===== src/design/lgtm_pkg.sv =====
// Shared types, constants and register codes for the luma gradient tone map.
package lgtm_pkg;

	// Luma weights, sum is 65536 so the level fits 8 bits after >> 16
	localparam logic [15:0] LUMA_WR = 16'd19595;
	localparam logic [15:0] LUMA_WG = 16'd38470;
	localparam logic [15:0] LUMA_WB = 16'd7471;

	localparam int COLOR_W  = 24;
	localparam int CHAN_W   = 8;
	localparam int NUM_CHAN = 3;
	localparam int PROD_W   = 24;

	// Queue between front and back; depth must be a power of two
	localparam int QUEUE_DEPTH = 4;
	localparam int QPTR_W      = $clog2(QUEUE_DEPTH);
	localparam int QCNT_W      = $clog2(QUEUE_DEPTH + 1);

	localparam logic [COLOR_W-1:0] FIRST_COLOR_RST  = 24'hFF0000;
	localparam logic [COLOR_W-1:0] SECOND_COLOR_RST = 24'h0000FF;
	localparam logic [COLOR_W-1:0] THIRD_COLOR_RST  = 24'hFFFF00;
	localparam logic               THREE_MODE_RST   = 1'b1;

	typedef enum logic [1:0] {
		CFG_FIRST_COLOR  = 2'd0,
		CFG_SECOND_COLOR = 2'd1,
		CFG_THIRD_COLOR  = 2'd2,
		CFG_THREE_MODE   = 2'd3
	} cfg_idx_t;

	typedef struct packed {
		logic [CHAN_W-1:0] in_red;
		logic [CHAN_W-1:0] in_green;
		logic [CHAN_W-1:0] in_blue;
	} lgtm_in_t;

	typedef struct packed {
		logic [CHAN_W-1:0] out_red;
		logic [CHAN_W-1:0] out_green;
		logic [CHAN_W-1:0] out_blue;
	} lgtm_out_t;

	typedef struct packed {
		logic [COLOR_W-1:0] first_color;
		logic [COLOR_W-1:0] second_color;
		logic [COLOR_W-1:0] third_color;
		logic               three_color_mode;
	} lgtm_cfg_t;

	// Classified word: which gradient segment and the blend position
	typedef struct packed {
		logic              upper;
		logic [CHAN_W-1:0] t;
	} lgtm_cls_t;

endpackage


===== src/design/lgtm_front.sv =====
// Front end: accepts pixels, computes luma and picks the gradient segment.
module lgtm_front import lgtm_pkg::*; (
	input  logic      clk,
	input  logic      arst_n,
	input  lgtm_cfg_t cfg,
	input  logic      in_valid,
	output logic      in_ready,
	input  lgtm_in_t  in_data,
	output logic      push_valid,
	output lgtm_cls_t push_data,
	input  logic      push_ready
);

	logic              valid_s1;
	logic [PROD_W-1:0] prod_r_s1;
	logic [PROD_W-1:0] prod_g_s1;
	logic [PROD_W-1:0] prod_b_s1;
	logic [PROD_W-1:0] luma_sum;
	logic [CHAN_W-1:0] luma;
	logic              accept;

	assign push_valid = valid_s1;
	assign in_ready   = !valid_s1 || push_ready;
	assign accept     = in_valid && in_ready;

	always_ff @(posedge clk or negedge arst_n) begin
		if (!arst_n) begin
			valid_s1 <= 1'b0;
		end else if (accept) begin
			valid_s1 <= 1'b1;
		end else if (push_ready) begin
			valid_s1 <= 1'b0;
		end
	end

	always_ff @(posedge clk) begin
		if (accept) begin
			prod_r_s1 <= PROD_W'(in_data.in_red) * PROD_W'(LUMA_WR);
			prod_g_s1 <= PROD_W'(in_data.in_green) * PROD_W'(LUMA_WG);
			prod_b_s1 <= PROD_W'(in_data.in_blue) * PROD_W'(LUMA_WB);
		end
	end

	assign luma_sum = prod_r_s1 + prod_g_s1 + prod_b_s1;
	assign luma     = luma_sum[PROD_W-1 -: CHAN_W];

	// t = L in two-color mode; lower half 2L, upper half 2L-255 = {L[6:0], 1}
	always_comb begin
		if (!cfg.three_color_mode) begin
			push_data.upper = 1'b0;
			push_data.t     = luma;
		end else if (!luma[CHAN_W-1]) begin
			push_data.upper = 1'b0;
			push_data.t     = {luma[CHAN_W-2:0], 1'b0};
		end else begin
			push_data.upper = 1'b1;
			push_data.t     = {luma[CHAN_W-2:0], 1'b1};
		end
	end

endmodule


===== src/design/lgtm_queue.sv =====
// Short queue of classified words between front and back.
module lgtm_queue import lgtm_pkg::*; (
	input  logic      clk,
	input  logic      arst_n,
	input  logic      push_valid,
	output logic      push_ready,
	input  lgtm_cls_t push_data,
	output logic      pop_valid,
	input  logic      pop_ready,
	output lgtm_cls_t pop_data
);

	lgtm_cls_t         entries_q [QUEUE_DEPTH];
	logic [QPTR_W-1:0] wr_ptr_q;
	logic [QPTR_W-1:0] rd_ptr_q;
	logic [QCNT_W-1:0] count_q;
	logic              push;
	logic              pop;

	assign push_ready = count_q != QCNT_W'(QUEUE_DEPTH);
	assign pop_valid  = count_q != '0;
	assign push       = push_valid && push_ready;
	assign pop        = pop_valid && pop_ready;
	assign pop_data   = entries_q[rd_ptr_q];

	always_ff @(posedge clk or negedge arst_n) begin
		if (!arst_n) begin
			wr_ptr_q <= '0;
			rd_ptr_q <= '0;
			count_q  <= '0;
		end else begin
			if (push) begin
				wr_ptr_q <= wr_ptr_q + 1'b1;
			end
			if (pop) begin
				rd_ptr_q <= rd_ptr_q + 1'b1;
			end
			if (push && !pop) begin
				count_q <= count_q + 1'b1;
			end else if (pop && !push) begin
				count_q <= count_q - 1'b1;
			end
		end
	end

	always_ff @(posedge clk) begin
		if (push) begin
			entries_q[wr_ptr_q] <= push_data;
		end
	end

endmodule


===== src/design/lgtm_back.sv =====
// Back end: blends the segment colors per channel and holds the result word.
module lgtm_back import lgtm_pkg::*; (
	input  logic      clk,
	input  logic      arst_n,
	input  lgtm_cfg_t cfg,
	input  logic      pop_valid,
	output logic      pop_ready,
	input  lgtm_cls_t pop_data,
	output logic      out_valid,
	input  logic      out_ready,
	output lgtm_out_t out_data
);

	logic [COLOR_W-1:0]  from_c;
	logic [COLOR_W-1:0]  to_c;
	logic [CHAN_W-1:0]   from_ch   [NUM_CHAN];
	logic [CHAN_W-1:0]   to_ch     [NUM_CHAN];
	logic [CHAN_W-1:0]   dmag      [NUM_CHAN];
	logic                neg       [NUM_CHAN];

	logic                valid_s1;
	logic [2*CHAN_W-1:0] mag_s1    [NUM_CHAN];
	logic                neg_s1    [NUM_CHAN];
	logic [CHAN_W-1:0]   from_s1   [NUM_CHAN];

	logic [2*CHAN_W:0]   div_sum   [NUM_CHAN];
	logic [CHAN_W-1:0]   quot      [NUM_CHAN];
	logic signed [CHAN_W+1:0] blend [NUM_CHAN];
	logic [CHAN_W-1:0]   res       [NUM_CHAN];

	logic                out_valid_q;
	lgtm_out_t           out_data_q;
	logic                adv_s2;
	logic                load_s1;

	assign adv_s2    = !out_valid_q || out_ready;
	assign pop_ready = !valid_s1 || adv_s2;
	assign load_s1   = pop_valid && pop_ready;
	assign out_valid = out_valid_q;
	assign out_data  = out_data_q;

	assign from_c = pop_data.upper ? cfg.second_color : cfg.first_color;
	assign to_c   = pop_data.upper ? cfg.third_color  : cfg.second_color;

	// Split the difference into sign and magnitude so the product stays unsigned
	always_comb begin
		for (int k = 0; k < NUM_CHAN; k++) begin
			from_ch[k] = from_c[COLOR_W-1-CHAN_W*k -: CHAN_W];
			to_ch[k]   = to_c[COLOR_W-1-CHAN_W*k -: CHAN_W];
			neg[k]     = to_ch[k] < from_ch[k];
			dmag[k]    = neg[k] ? (from_ch[k] - to_ch[k]) : (to_ch[k] - from_ch[k]);
		end
	end

	always_ff @(posedge clk or negedge arst_n) begin
		if (!arst_n) begin
			valid_s1    <= 1'b0;
			out_valid_q <= 1'b0;
		end else begin
			if (load_s1) begin
				valid_s1 <= 1'b1;
			end else if (adv_s2) begin
				valid_s1 <= 1'b0;
			end
			if (adv_s2) begin
				out_valid_q <= valid_s1;
			end
		end
	end

	always_ff @(posedge clk) begin
		if (load_s1) begin
			for (int k = 0; k < NUM_CHAN; k++) begin
				mag_s1[k]  <= (2*CHAN_W)'(dmag[k]) * (2*CHAN_W)'(pop_data.t);
				neg_s1[k]  <= neg[k];
				from_s1[k] <= from_ch[k];
			end
		end
	end

	// m / 255 = (m + (m >> 8) + 1) >> 8, exact for m below 65535
	always_comb begin
		for (int k = 0; k < NUM_CHAN; k++) begin
			div_sum[k] = {1'b0, mag_s1[k]} + (2*CHAN_W+1)'(mag_s1[k] >> CHAN_W) + 1'b1;
			quot[k]    = div_sum[k][2*CHAN_W-1:CHAN_W];
			if (neg_s1[k]) begin
				blend[k] = $signed({2'b00, from_s1[k]}) - $signed({2'b00, quot[k]});
			end else begin
				blend[k] = $signed({2'b00, from_s1[k]}) + $signed({2'b00, quot[k]});
			end
			if (blend[k] < 0) begin
				res[k] = '0;
			end else if (blend[k] > $signed((CHAN_W+2)'(255))) begin
				res[k] = '1;
			end else begin
				res[k] = blend[k][CHAN_W-1:0];
			end
		end
	end

	always_ff @(posedge clk) begin
		if (adv_s2 && valid_s1) begin
			out_data_q.out_red   <= res[0];
			out_data_q.out_green <= res[1];
			out_data_q.out_blue  <= res[2];
		end
	end

endmodule


===== src/design/luma_gradient_tone_map.sv =====
// Top level of the luma gradient tone map: config registers, front, queue, back.
//
//   channel   handshake               payload
//   in        in_valid / in_ready     in_data  (lgtm_in_t)
//   out       out_valid / out_ready   out_data (lgtm_out_t)
//   cfg       cfg_we                  cfg_index, cfg_wdata
//
// One pixel per clock sustained while out_ready is high; each word passes through
// the luma product, queue entry, blend product and output registers in that order.
// The queue holds 4 classified words, so the front keeps taking pixels for a while
// after the output stalls. arst_n clears all valid flags and loads the reset colors.
module luma_gradient_tone_map import lgtm_pkg::*; (
	input  logic               clk,
	input  logic               arst_n,
	input  logic               in_valid,
	output logic               in_ready,
	input  lgtm_in_t           in_data,
	output logic               out_valid,
	input  logic               out_ready,
	output lgtm_out_t          out_data,
	input  logic               cfg_we,
	input  logic [1:0]         cfg_index,
	input  logic [COLOR_W-1:0] cfg_wdata
);

	lgtm_cfg_t cfg_q;
	logic      push_valid;
	logic      push_ready;
	lgtm_cls_t push_data;
	logic      pop_valid;
	logic      pop_ready;
	lgtm_cls_t pop_data;

	always_ff @(posedge clk or negedge arst_n) begin
		if (!arst_n) begin
			cfg_q.first_color      <= FIRST_COLOR_RST;
			cfg_q.second_color     <= SECOND_COLOR_RST;
			cfg_q.third_color      <= THIRD_COLOR_RST;
			cfg_q.three_color_mode <= THREE_MODE_RST;
		end else if (cfg_we) begin
			unique case (cfg_index)
				CFG_FIRST_COLOR:  cfg_q.first_color      <= cfg_wdata;
				CFG_SECOND_COLOR: cfg_q.second_color     <= cfg_wdata;
				CFG_THIRD_COLOR:  cfg_q.third_color      <= cfg_wdata;
				CFG_THREE_MODE:   cfg_q.three_color_mode <= cfg_wdata[0];
				default:          cfg_q                  <= cfg_q;
			endcase
		end
	end

	lgtm_front u_front (
		.clk        (clk),
		.arst_n     (arst_n),
		.cfg        (cfg_q),
		.in_valid   (in_valid),
		.in_ready   (in_ready),
		.in_data    (in_data),
		.push_valid (push_valid),
		.push_data  (push_data),
		.push_ready (push_ready)
	);

	lgtm_queue u_queue (
		.clk        (clk),
		.arst_n     (arst_n),
		.push_valid (push_valid),
		.push_ready (push_ready),
		.push_data  (push_data),
		.pop_valid  (pop_valid),
		.pop_ready  (pop_ready),
		.pop_data   (pop_data)
	);

	lgtm_back u_back (
		.clk       (clk),
		.arst_n    (arst_n),
		.cfg       (cfg_q),
		.pop_valid (pop_valid),
		.pop_ready (pop_ready),
		.pop_data  (pop_data),
		.out_valid (out_valid),
		.out_ready (out_ready),
		.out_data  (out_data)
	);

`ifndef SYNTHESIS
	// Front refuses a pixel only when its stage is full and the queue is full
	a_in_stall_cause: assert property (@(posedge clk) disable iff (!arst_n)
		!in_ready |-> (push_valid && !push_ready))
		else $error("input stalled without a full queue");

	// A full queue always has a word to hand to the back end
	a_full_not_empty: assert property (@(posedge clk) disable iff (!arst_n)
		!push_ready |-> pop_valid)
		else $error("queue reports full and empty together");

	// A word leaving the queue while the output is free passes the blend product and output registers to the output
	a_pop_reaches_out: assert property (@(posedge clk) disable iff (!arst_n)
		(pop_valid && pop_ready && !out_valid) |=> ##1 out_valid)
		else $error("popped word did not reach the output");
`endif

endmodule

===== config.mk =====
export PLATFORM = sky130hd
export DESIGN_NAME = luma_gradient_tone_map
export DESIGN_NICKNAME = d
export VERILOG_FILES = /design/src/design/lgtm_pkg.sv /design/src/design/lgtm_front.sv /design/src/design/lgtm_queue.sv /design/src/design/lgtm_back.sv /design/src/design/luma_gradient_tone_map.sv
export SDC_FILE = /design/constraint.sdc
export NUM_CORES = 1
export LEC_CHECK = 0
export BUFFER_PORTS_ARGS = -buffer_cell sky130_fd_sc_hd__buf_2
export CORE_MARGIN = 4
export CORE_UTILIZATION = 30
export CTS_BUF_LIST = sky130_fd_sc_hd__clkbuf_8 sky130_fd_sc_hd__clkbuf_16
export DETAILED_ROUTE_END_ITERATION = 6
export MAX_ROUTING_LAYER = met4
export PLACE_DENSITY = 0.45
export REMOVE_ABC_BUFFERS = 1
export SYNTH_ARGS = -nofsm -noshare
export SYNTH_HDL_FRONTEND = slang
export SYNTH_SLANG_ARGS = --single-unit

===== constraint.sdc =====
create_clock -name clk -period 11.9 [get_ports clk]
set_input_delay 1.19 -clock clk [delete_from_list [all_inputs] [get_ports clk]]
set_output_delay 1.19 -clock clk [all_outputs]
set_load 0.01 [all_outputs]

* Yosys cells after proc, flatten, opt, wreduce, memory -nomap -nowiden *
Memory sizes are Yosys's and may differ from the RTL's.
Index checks and enable logic that the tools add are counted.

storage, ports and cells
  bits in registers = 174
  memory bits (writable) = 111
  bits of input ports = 55
  output and inout bits = 26
  logic and storage cells = 109
  memories kept = 4

memories
  name               depth  width  rd ports  clocked after Yosys merged registers in  wr ports  RTL line          text
  u_back.mag_s1      3      16     3         0                                        3         lgtm_back.sv:22   logic [2*CHAN_W-1:0] mag_s1 [NUM_CHAN];
  u_queue.entries_q  4      9      1         0                                        1         lgtm_queue.sv:13  lgtm_cls_t entries_q [QUEUE_DEPTH];
  u_back.from_s1     3      8      3         0                                        3         lgtm_back.sv:24   logic [CHAN_W-1:0] from_s1 [NUM_CHAN];
  u_back.neg_s1      3      1      3         0                                        3         lgtm_back.sv:23   logic neg_s1 [NUM_CHAN];

operators by class
  add/sub/neg operators = 24
  multipliers = 6
  order comparisons = 9
  equal/unequal tests = 4
  muxes and demuxes = 23
  reduce and logical (&&, ||, !) cells = 23

operators by type and width
  operator               count
  $add 16x1->16 const B  3
  $add 16x8->16          3
  $mul 8x8->16           3
  $mux 24                2
  $mux 8                 6
  $sub 8x8->8            6
  $mul 8x15->23 const B  2
  $gt 10x9->1 const B    3
  $lt 10x1->1 const B    3
  $mux 10                3
  $add 8x8->9            3
  $sub 8x8->9            3
  $add 23x24->24         1
  $add 24x21->24         1
  $lt 8x8->1             3
  $mul 8x13->21 const B  1
  $mux 9                 2
  $mux 1                 8
  $reduce_and 2->1       4
  $logic_and 1x1->1      6
  $mux 3                 2
  $reduce_bool 2->1      3
  $logic_not 1->1        5
  $add 2x1->2 const B    2
  8 further kinds        11

* Depth between registers and ports, before layout *
  word-level depth = 7
  depth in mapped cells = 34
  depth with buffers taken out = 29

* Modules after synthesis *
A second synthesis with hierarchy kept.

second synthesis, totals
  cell total of the unflattened synthesis = 2811
  area total of the unflattened synthesis = 29532.1 um^2

modules (own cells, without submodules)
  module                  instances  cells each  area each (um^2)  seq. area each (um^2)
  lgtm_back               1          1727        16040.4           3022.9
  lgtm_front              1          846         8952.3            2037.0
  luma_gradient_tone_map  1          156         2801.4            1868.0
  lgtm_queue              1          82          1737.9            1256.2

* Worst setup path after synthesis *
Ideal clock, no wire load.

  path type = reg2reg
  start = register u_queue.rd_ptr_q[0]
  end = memory u_back.mag_s1[0][13] (netlist name), data pin
  arrival = 7.943 ns
  data required time = 11.642 ns
  setup slack = 3.699 ns
  stages on the path, launching flop included = 32
  path buffers = 5
  clock period less this slack = 8.201 ns
  cell sequence = dfrtp_1 buf_2 mux4_2 buf_2 buf_1 clkbuf_1 mux2i_1 ha_1 nor2b_1 o2111a_1 or4_4 and2_1 buf_6 mux2_4 o31a_1 nor3_2 nor3_1 fa_1 inv_1 fa_1 inv_1 fa_1 inv_1 fa_1 inv_1 ha_1 a21boi_0 o21ai_0 a21oi_1 a41oi_1 nor2b_1 xnor2_1

RTL lines
  item                    RTL line          text
  start, declared         lgtm_queue.sv:15  logic [QPTR_W-1:0] rd_ptr_q;
  start signal, assigned  lgtm_queue.sv:36  rd_ptr_q <= rd_ptr_q + 1'b1;
  end, declared           lgtm_back.sv:22

==> flow_summary.toml <==
[logic_synthesis]
ys_warn_count = 0
synth_cell_types = 78
synthesis.area_sq_um = 28100
ys_seq_area_frac = 0.2913
synth_area_per_cell_sq_um = 10.39
syn_inst = 2704
ys_ff_latch = 285
synth_flop_cell = "edfxtp_1"
synth_enable_flop_cells = 202
async_flop_share = 0.2912

[timing]
clock.fmax_mhz = 105.6
tns_ns = 0
hold_slack_ns = 0.5088
relSlewSlack = 0.2026
slew_violations = 0
fin_crit_sh = 0.7961
finalHoldViolations = 0
finalSetupViolCount = 0
fin_crit_ns = 9.473
finalClockSkew_ns = 0.02704
worst_slew_pin_slew_ns = 1.166
rsz0062_at_grt = "no"

[worst_setup_path]
max_stage_delay_ns = 1.20
critical_path_arrival_ns = 9.80
cp_slowest_cell = "mux4_4"
critPathRequiredTime_ns = 12.23
startpoint_type = "flop"
crit_fanout = 56
crit_path_end_kind = "flop"
crit_type = "flop to flop"
r2r_slack_ns = 2.43

[die]
die_area_sq_um = 98610
core-area_sq_um = 92220
io-pin-count = 81
die_w_um = 314.0
die_height_um = 314.0
initial_core_util = 0.3047
rows = 111

[global_route]
grt_use_met1 = 0.1726
grt.busiest_layer = "met2"
grt-ovfl-total = 0
antenna_found_initial = 1
grt_pass1_vias = 20720
globalRouteMet3Util = 0.02008
grtUsageMet2 = 0.2477
grt_pass1_wl_um = 110000
grt_max_degree = 72
grt_use_total = 0.1420

[route]
ant_nets = 0
drt_iter0_drc = 771
drc = 0
routed_via_density = 4.787
wirelength_um = 67040
drtPass1Iterations = 5
wire_per_inst_um = 16.51
via_count = 19440

[run_status]
outcome = "complete, no violations"

[placed_design]
dp_hpwl_um = 53160
gp_congestion = 0.8361
place_area_sq_um = 29990
portBuffers = 80

[cts]
clkTransAtPathRegs_ns = 0.06
cts_root_buffer = "clkbuf_16"
clock_path_buffers = 3
insertion_delay_ns = 0.58
cts_setup_buffers = 0
cts_tree = "done"
cts_resized = 0
holdBufCountCts = 0
cts_buffers = 39
clkSinkCount = 285
htreeDepth = 2

[layout]
seqCellArea_sq_um = 8184
nFillCells = 9368
area_growth_pct = 11.64
drive_gt1_frac = 0.1221
final_nets = 3475
multi_input_area_sq_um = 18150
fin_util = 0.3401
fin_area_sq_um = 31370

[job]
drv_cap = 0

[worst_hold_path]
worst_hold_path_type = "flop to flop"
cell families (layout without fill, tap and decap cells):
kind of cell | after synthesis | after routing | share of synthesized area
fa+ha+maj | 634 | 634 | 0.3366
simple gates | 558 | 558 | 0.09495
buf+inv | 476 | 589 | 0.06395
compound gates | 474 | 474 | 0.1149
flops | 285 | 285 | 0.2913
mux | 150 | 150 | 0.05874
xor+xnor | 127 | 127 | 0.03959
other cells | 0 | 1 | 0
placed cells by master, fill, tap and decap left out, types with 7 or more instances in the layout:
master / instances
o32ai_1: 9
fa_1: 203
buf_4: 15
a21boi_0: 7
edfxtp_1: 202
nand2_1: 74
and2_1: 15
o31ai_1: 7
a21oi_1: 133
or3_1: 21
or2_2: 22
nand3_1: 42
nor2b_1: 27
dfrtp_1: 50
nor4_1: 8
a211oi_1: 17
ha_1: 431
o21a_1: 24
dfstp_2: 33
a21o_1: 38
nor2_1: 219
mux2i_1: 43
xor2_1: 40
nor3_1: 56
inv_1: 430
o21bai_1: 34
o21ai_0: 66
and3_1: 17
nand4_1: 11
nand2b_1: 28
a221oi_1: 9
o211ai_1: 7
a221o_1: 16
o221ai_1: 17
xnor2_1: 87
mux2_2: 105
clkbuf_16: 42
a31oi_1: 12
buf_2: 79
registers in the layout, summed over array words and instances (netlist names):
signal              flops
u_front.prod_r_s1      23
u_back.out_data        24
u_front.prod_b_s1      21
u_back.mag_s1          48
u_queue.wr_ptr_q        2
u_front.prod_g_s1      23
u_back.neg_s1           3
u_back.valid_s1         1
cfg_q                  73
u_queue.entries_q      36
u_back.out_valid        1
u_front.push_valid      1
u_queue.count_q         3
u_queue.rd_ptr_q        2
u_back.from_s1         24
layout make-up:
cell class                 instances  area share
antenna                            1  0.00007978
timing repair buffer              94     0.01620
clock inverter                    26    0.008536
sequential                       285      0.2609
clock buffer                      46     0.03526
tap                             1243     0.04958
inverter                         423     0.05062
multi-input combinational       1943      0.5788
cell usage after synthesis (27+ instances only):
cell type,count,area share
o21bai_1,34,0.0091
dfstp_2,33,0.031
nor2_1,219,0.029
xor2_1,40,0.012
mux2_2,105,0.042
a21oi_1,134,0.024
clkbuf_1,43,0.0057
edfxtp_1,202,0.22
mux2i_1,43,0.015
dfrtp_1,50,0.045
nor3_1,56,0.010
inv_1,422,0.056
a21o_1,38,0.010
fa_1,203,0.14
xnor2_1,87,0.027
nand2b_1,28,0.0062
o21ai_0,68,0.012
nand2_1,74,0.0099
nor2b_1,27,0.0060
ha_1,431,0.19
nand3_1,42,0.0075
path summary, 6_finish.rpt:
check | from | endpoint | depth (start not counted)
setup / recovery | u_queue.rd_ptr_q[0]$_DFFE_PN0P_ | u_back.mag_s1[0][45]$_DFFE_PP_ | 28
setup reg to reg | u_queue.rd_ptr_q[0]$_DFFE_PN0P_ | u_back.mag_s1[0][45]$_DFFE_PP_ | 28
max in group asynchronous | arst_n | cfg_q[41]$_DFFE_PN0P_ | 2
hold / removal | cfg_q[64]$_DFFE_PN0P_ | cfg_q[64]$_DFFE_PN0P_ | 1
min in group asynchronous | arst_n | cfg_q[38]$_DFFE_PN0P_ | 1
hold reg to reg | cfg_q[64]$_DFFE_PN0P_ | cfg_q[64]$_DFFE_PN0P_ | 1
per-layer routing:
metal	vias up	part of all wire
li1	9551	-
met1	9537	0.45
met2	255	0.50
met3	99	0.031
met4	0	0.025
met5	-	0
per-stage QoR:
step	setup slack (ns)	instances
after floorplan	3.442	2651
after global placement	2.684	3988
after detailed placement	2.446	3988
after CTS	2.431	4060
after global routing	1.721	4061
final	2.427	4061
critical path, delay by kind of cell (launching register included):
family          cells  cell delay (ns)
simple gates        2             0.41
buf+inv             5             0.33
flops               1             0.93
fa+ha+maj           7             2.75
xor+xnor            2             0.73
compound gates     10             2.58
mux                 2             1.47
Power is not shown: default switching activity piles up to over one toggle a cycle in this logic, so the estimate is an artifact.
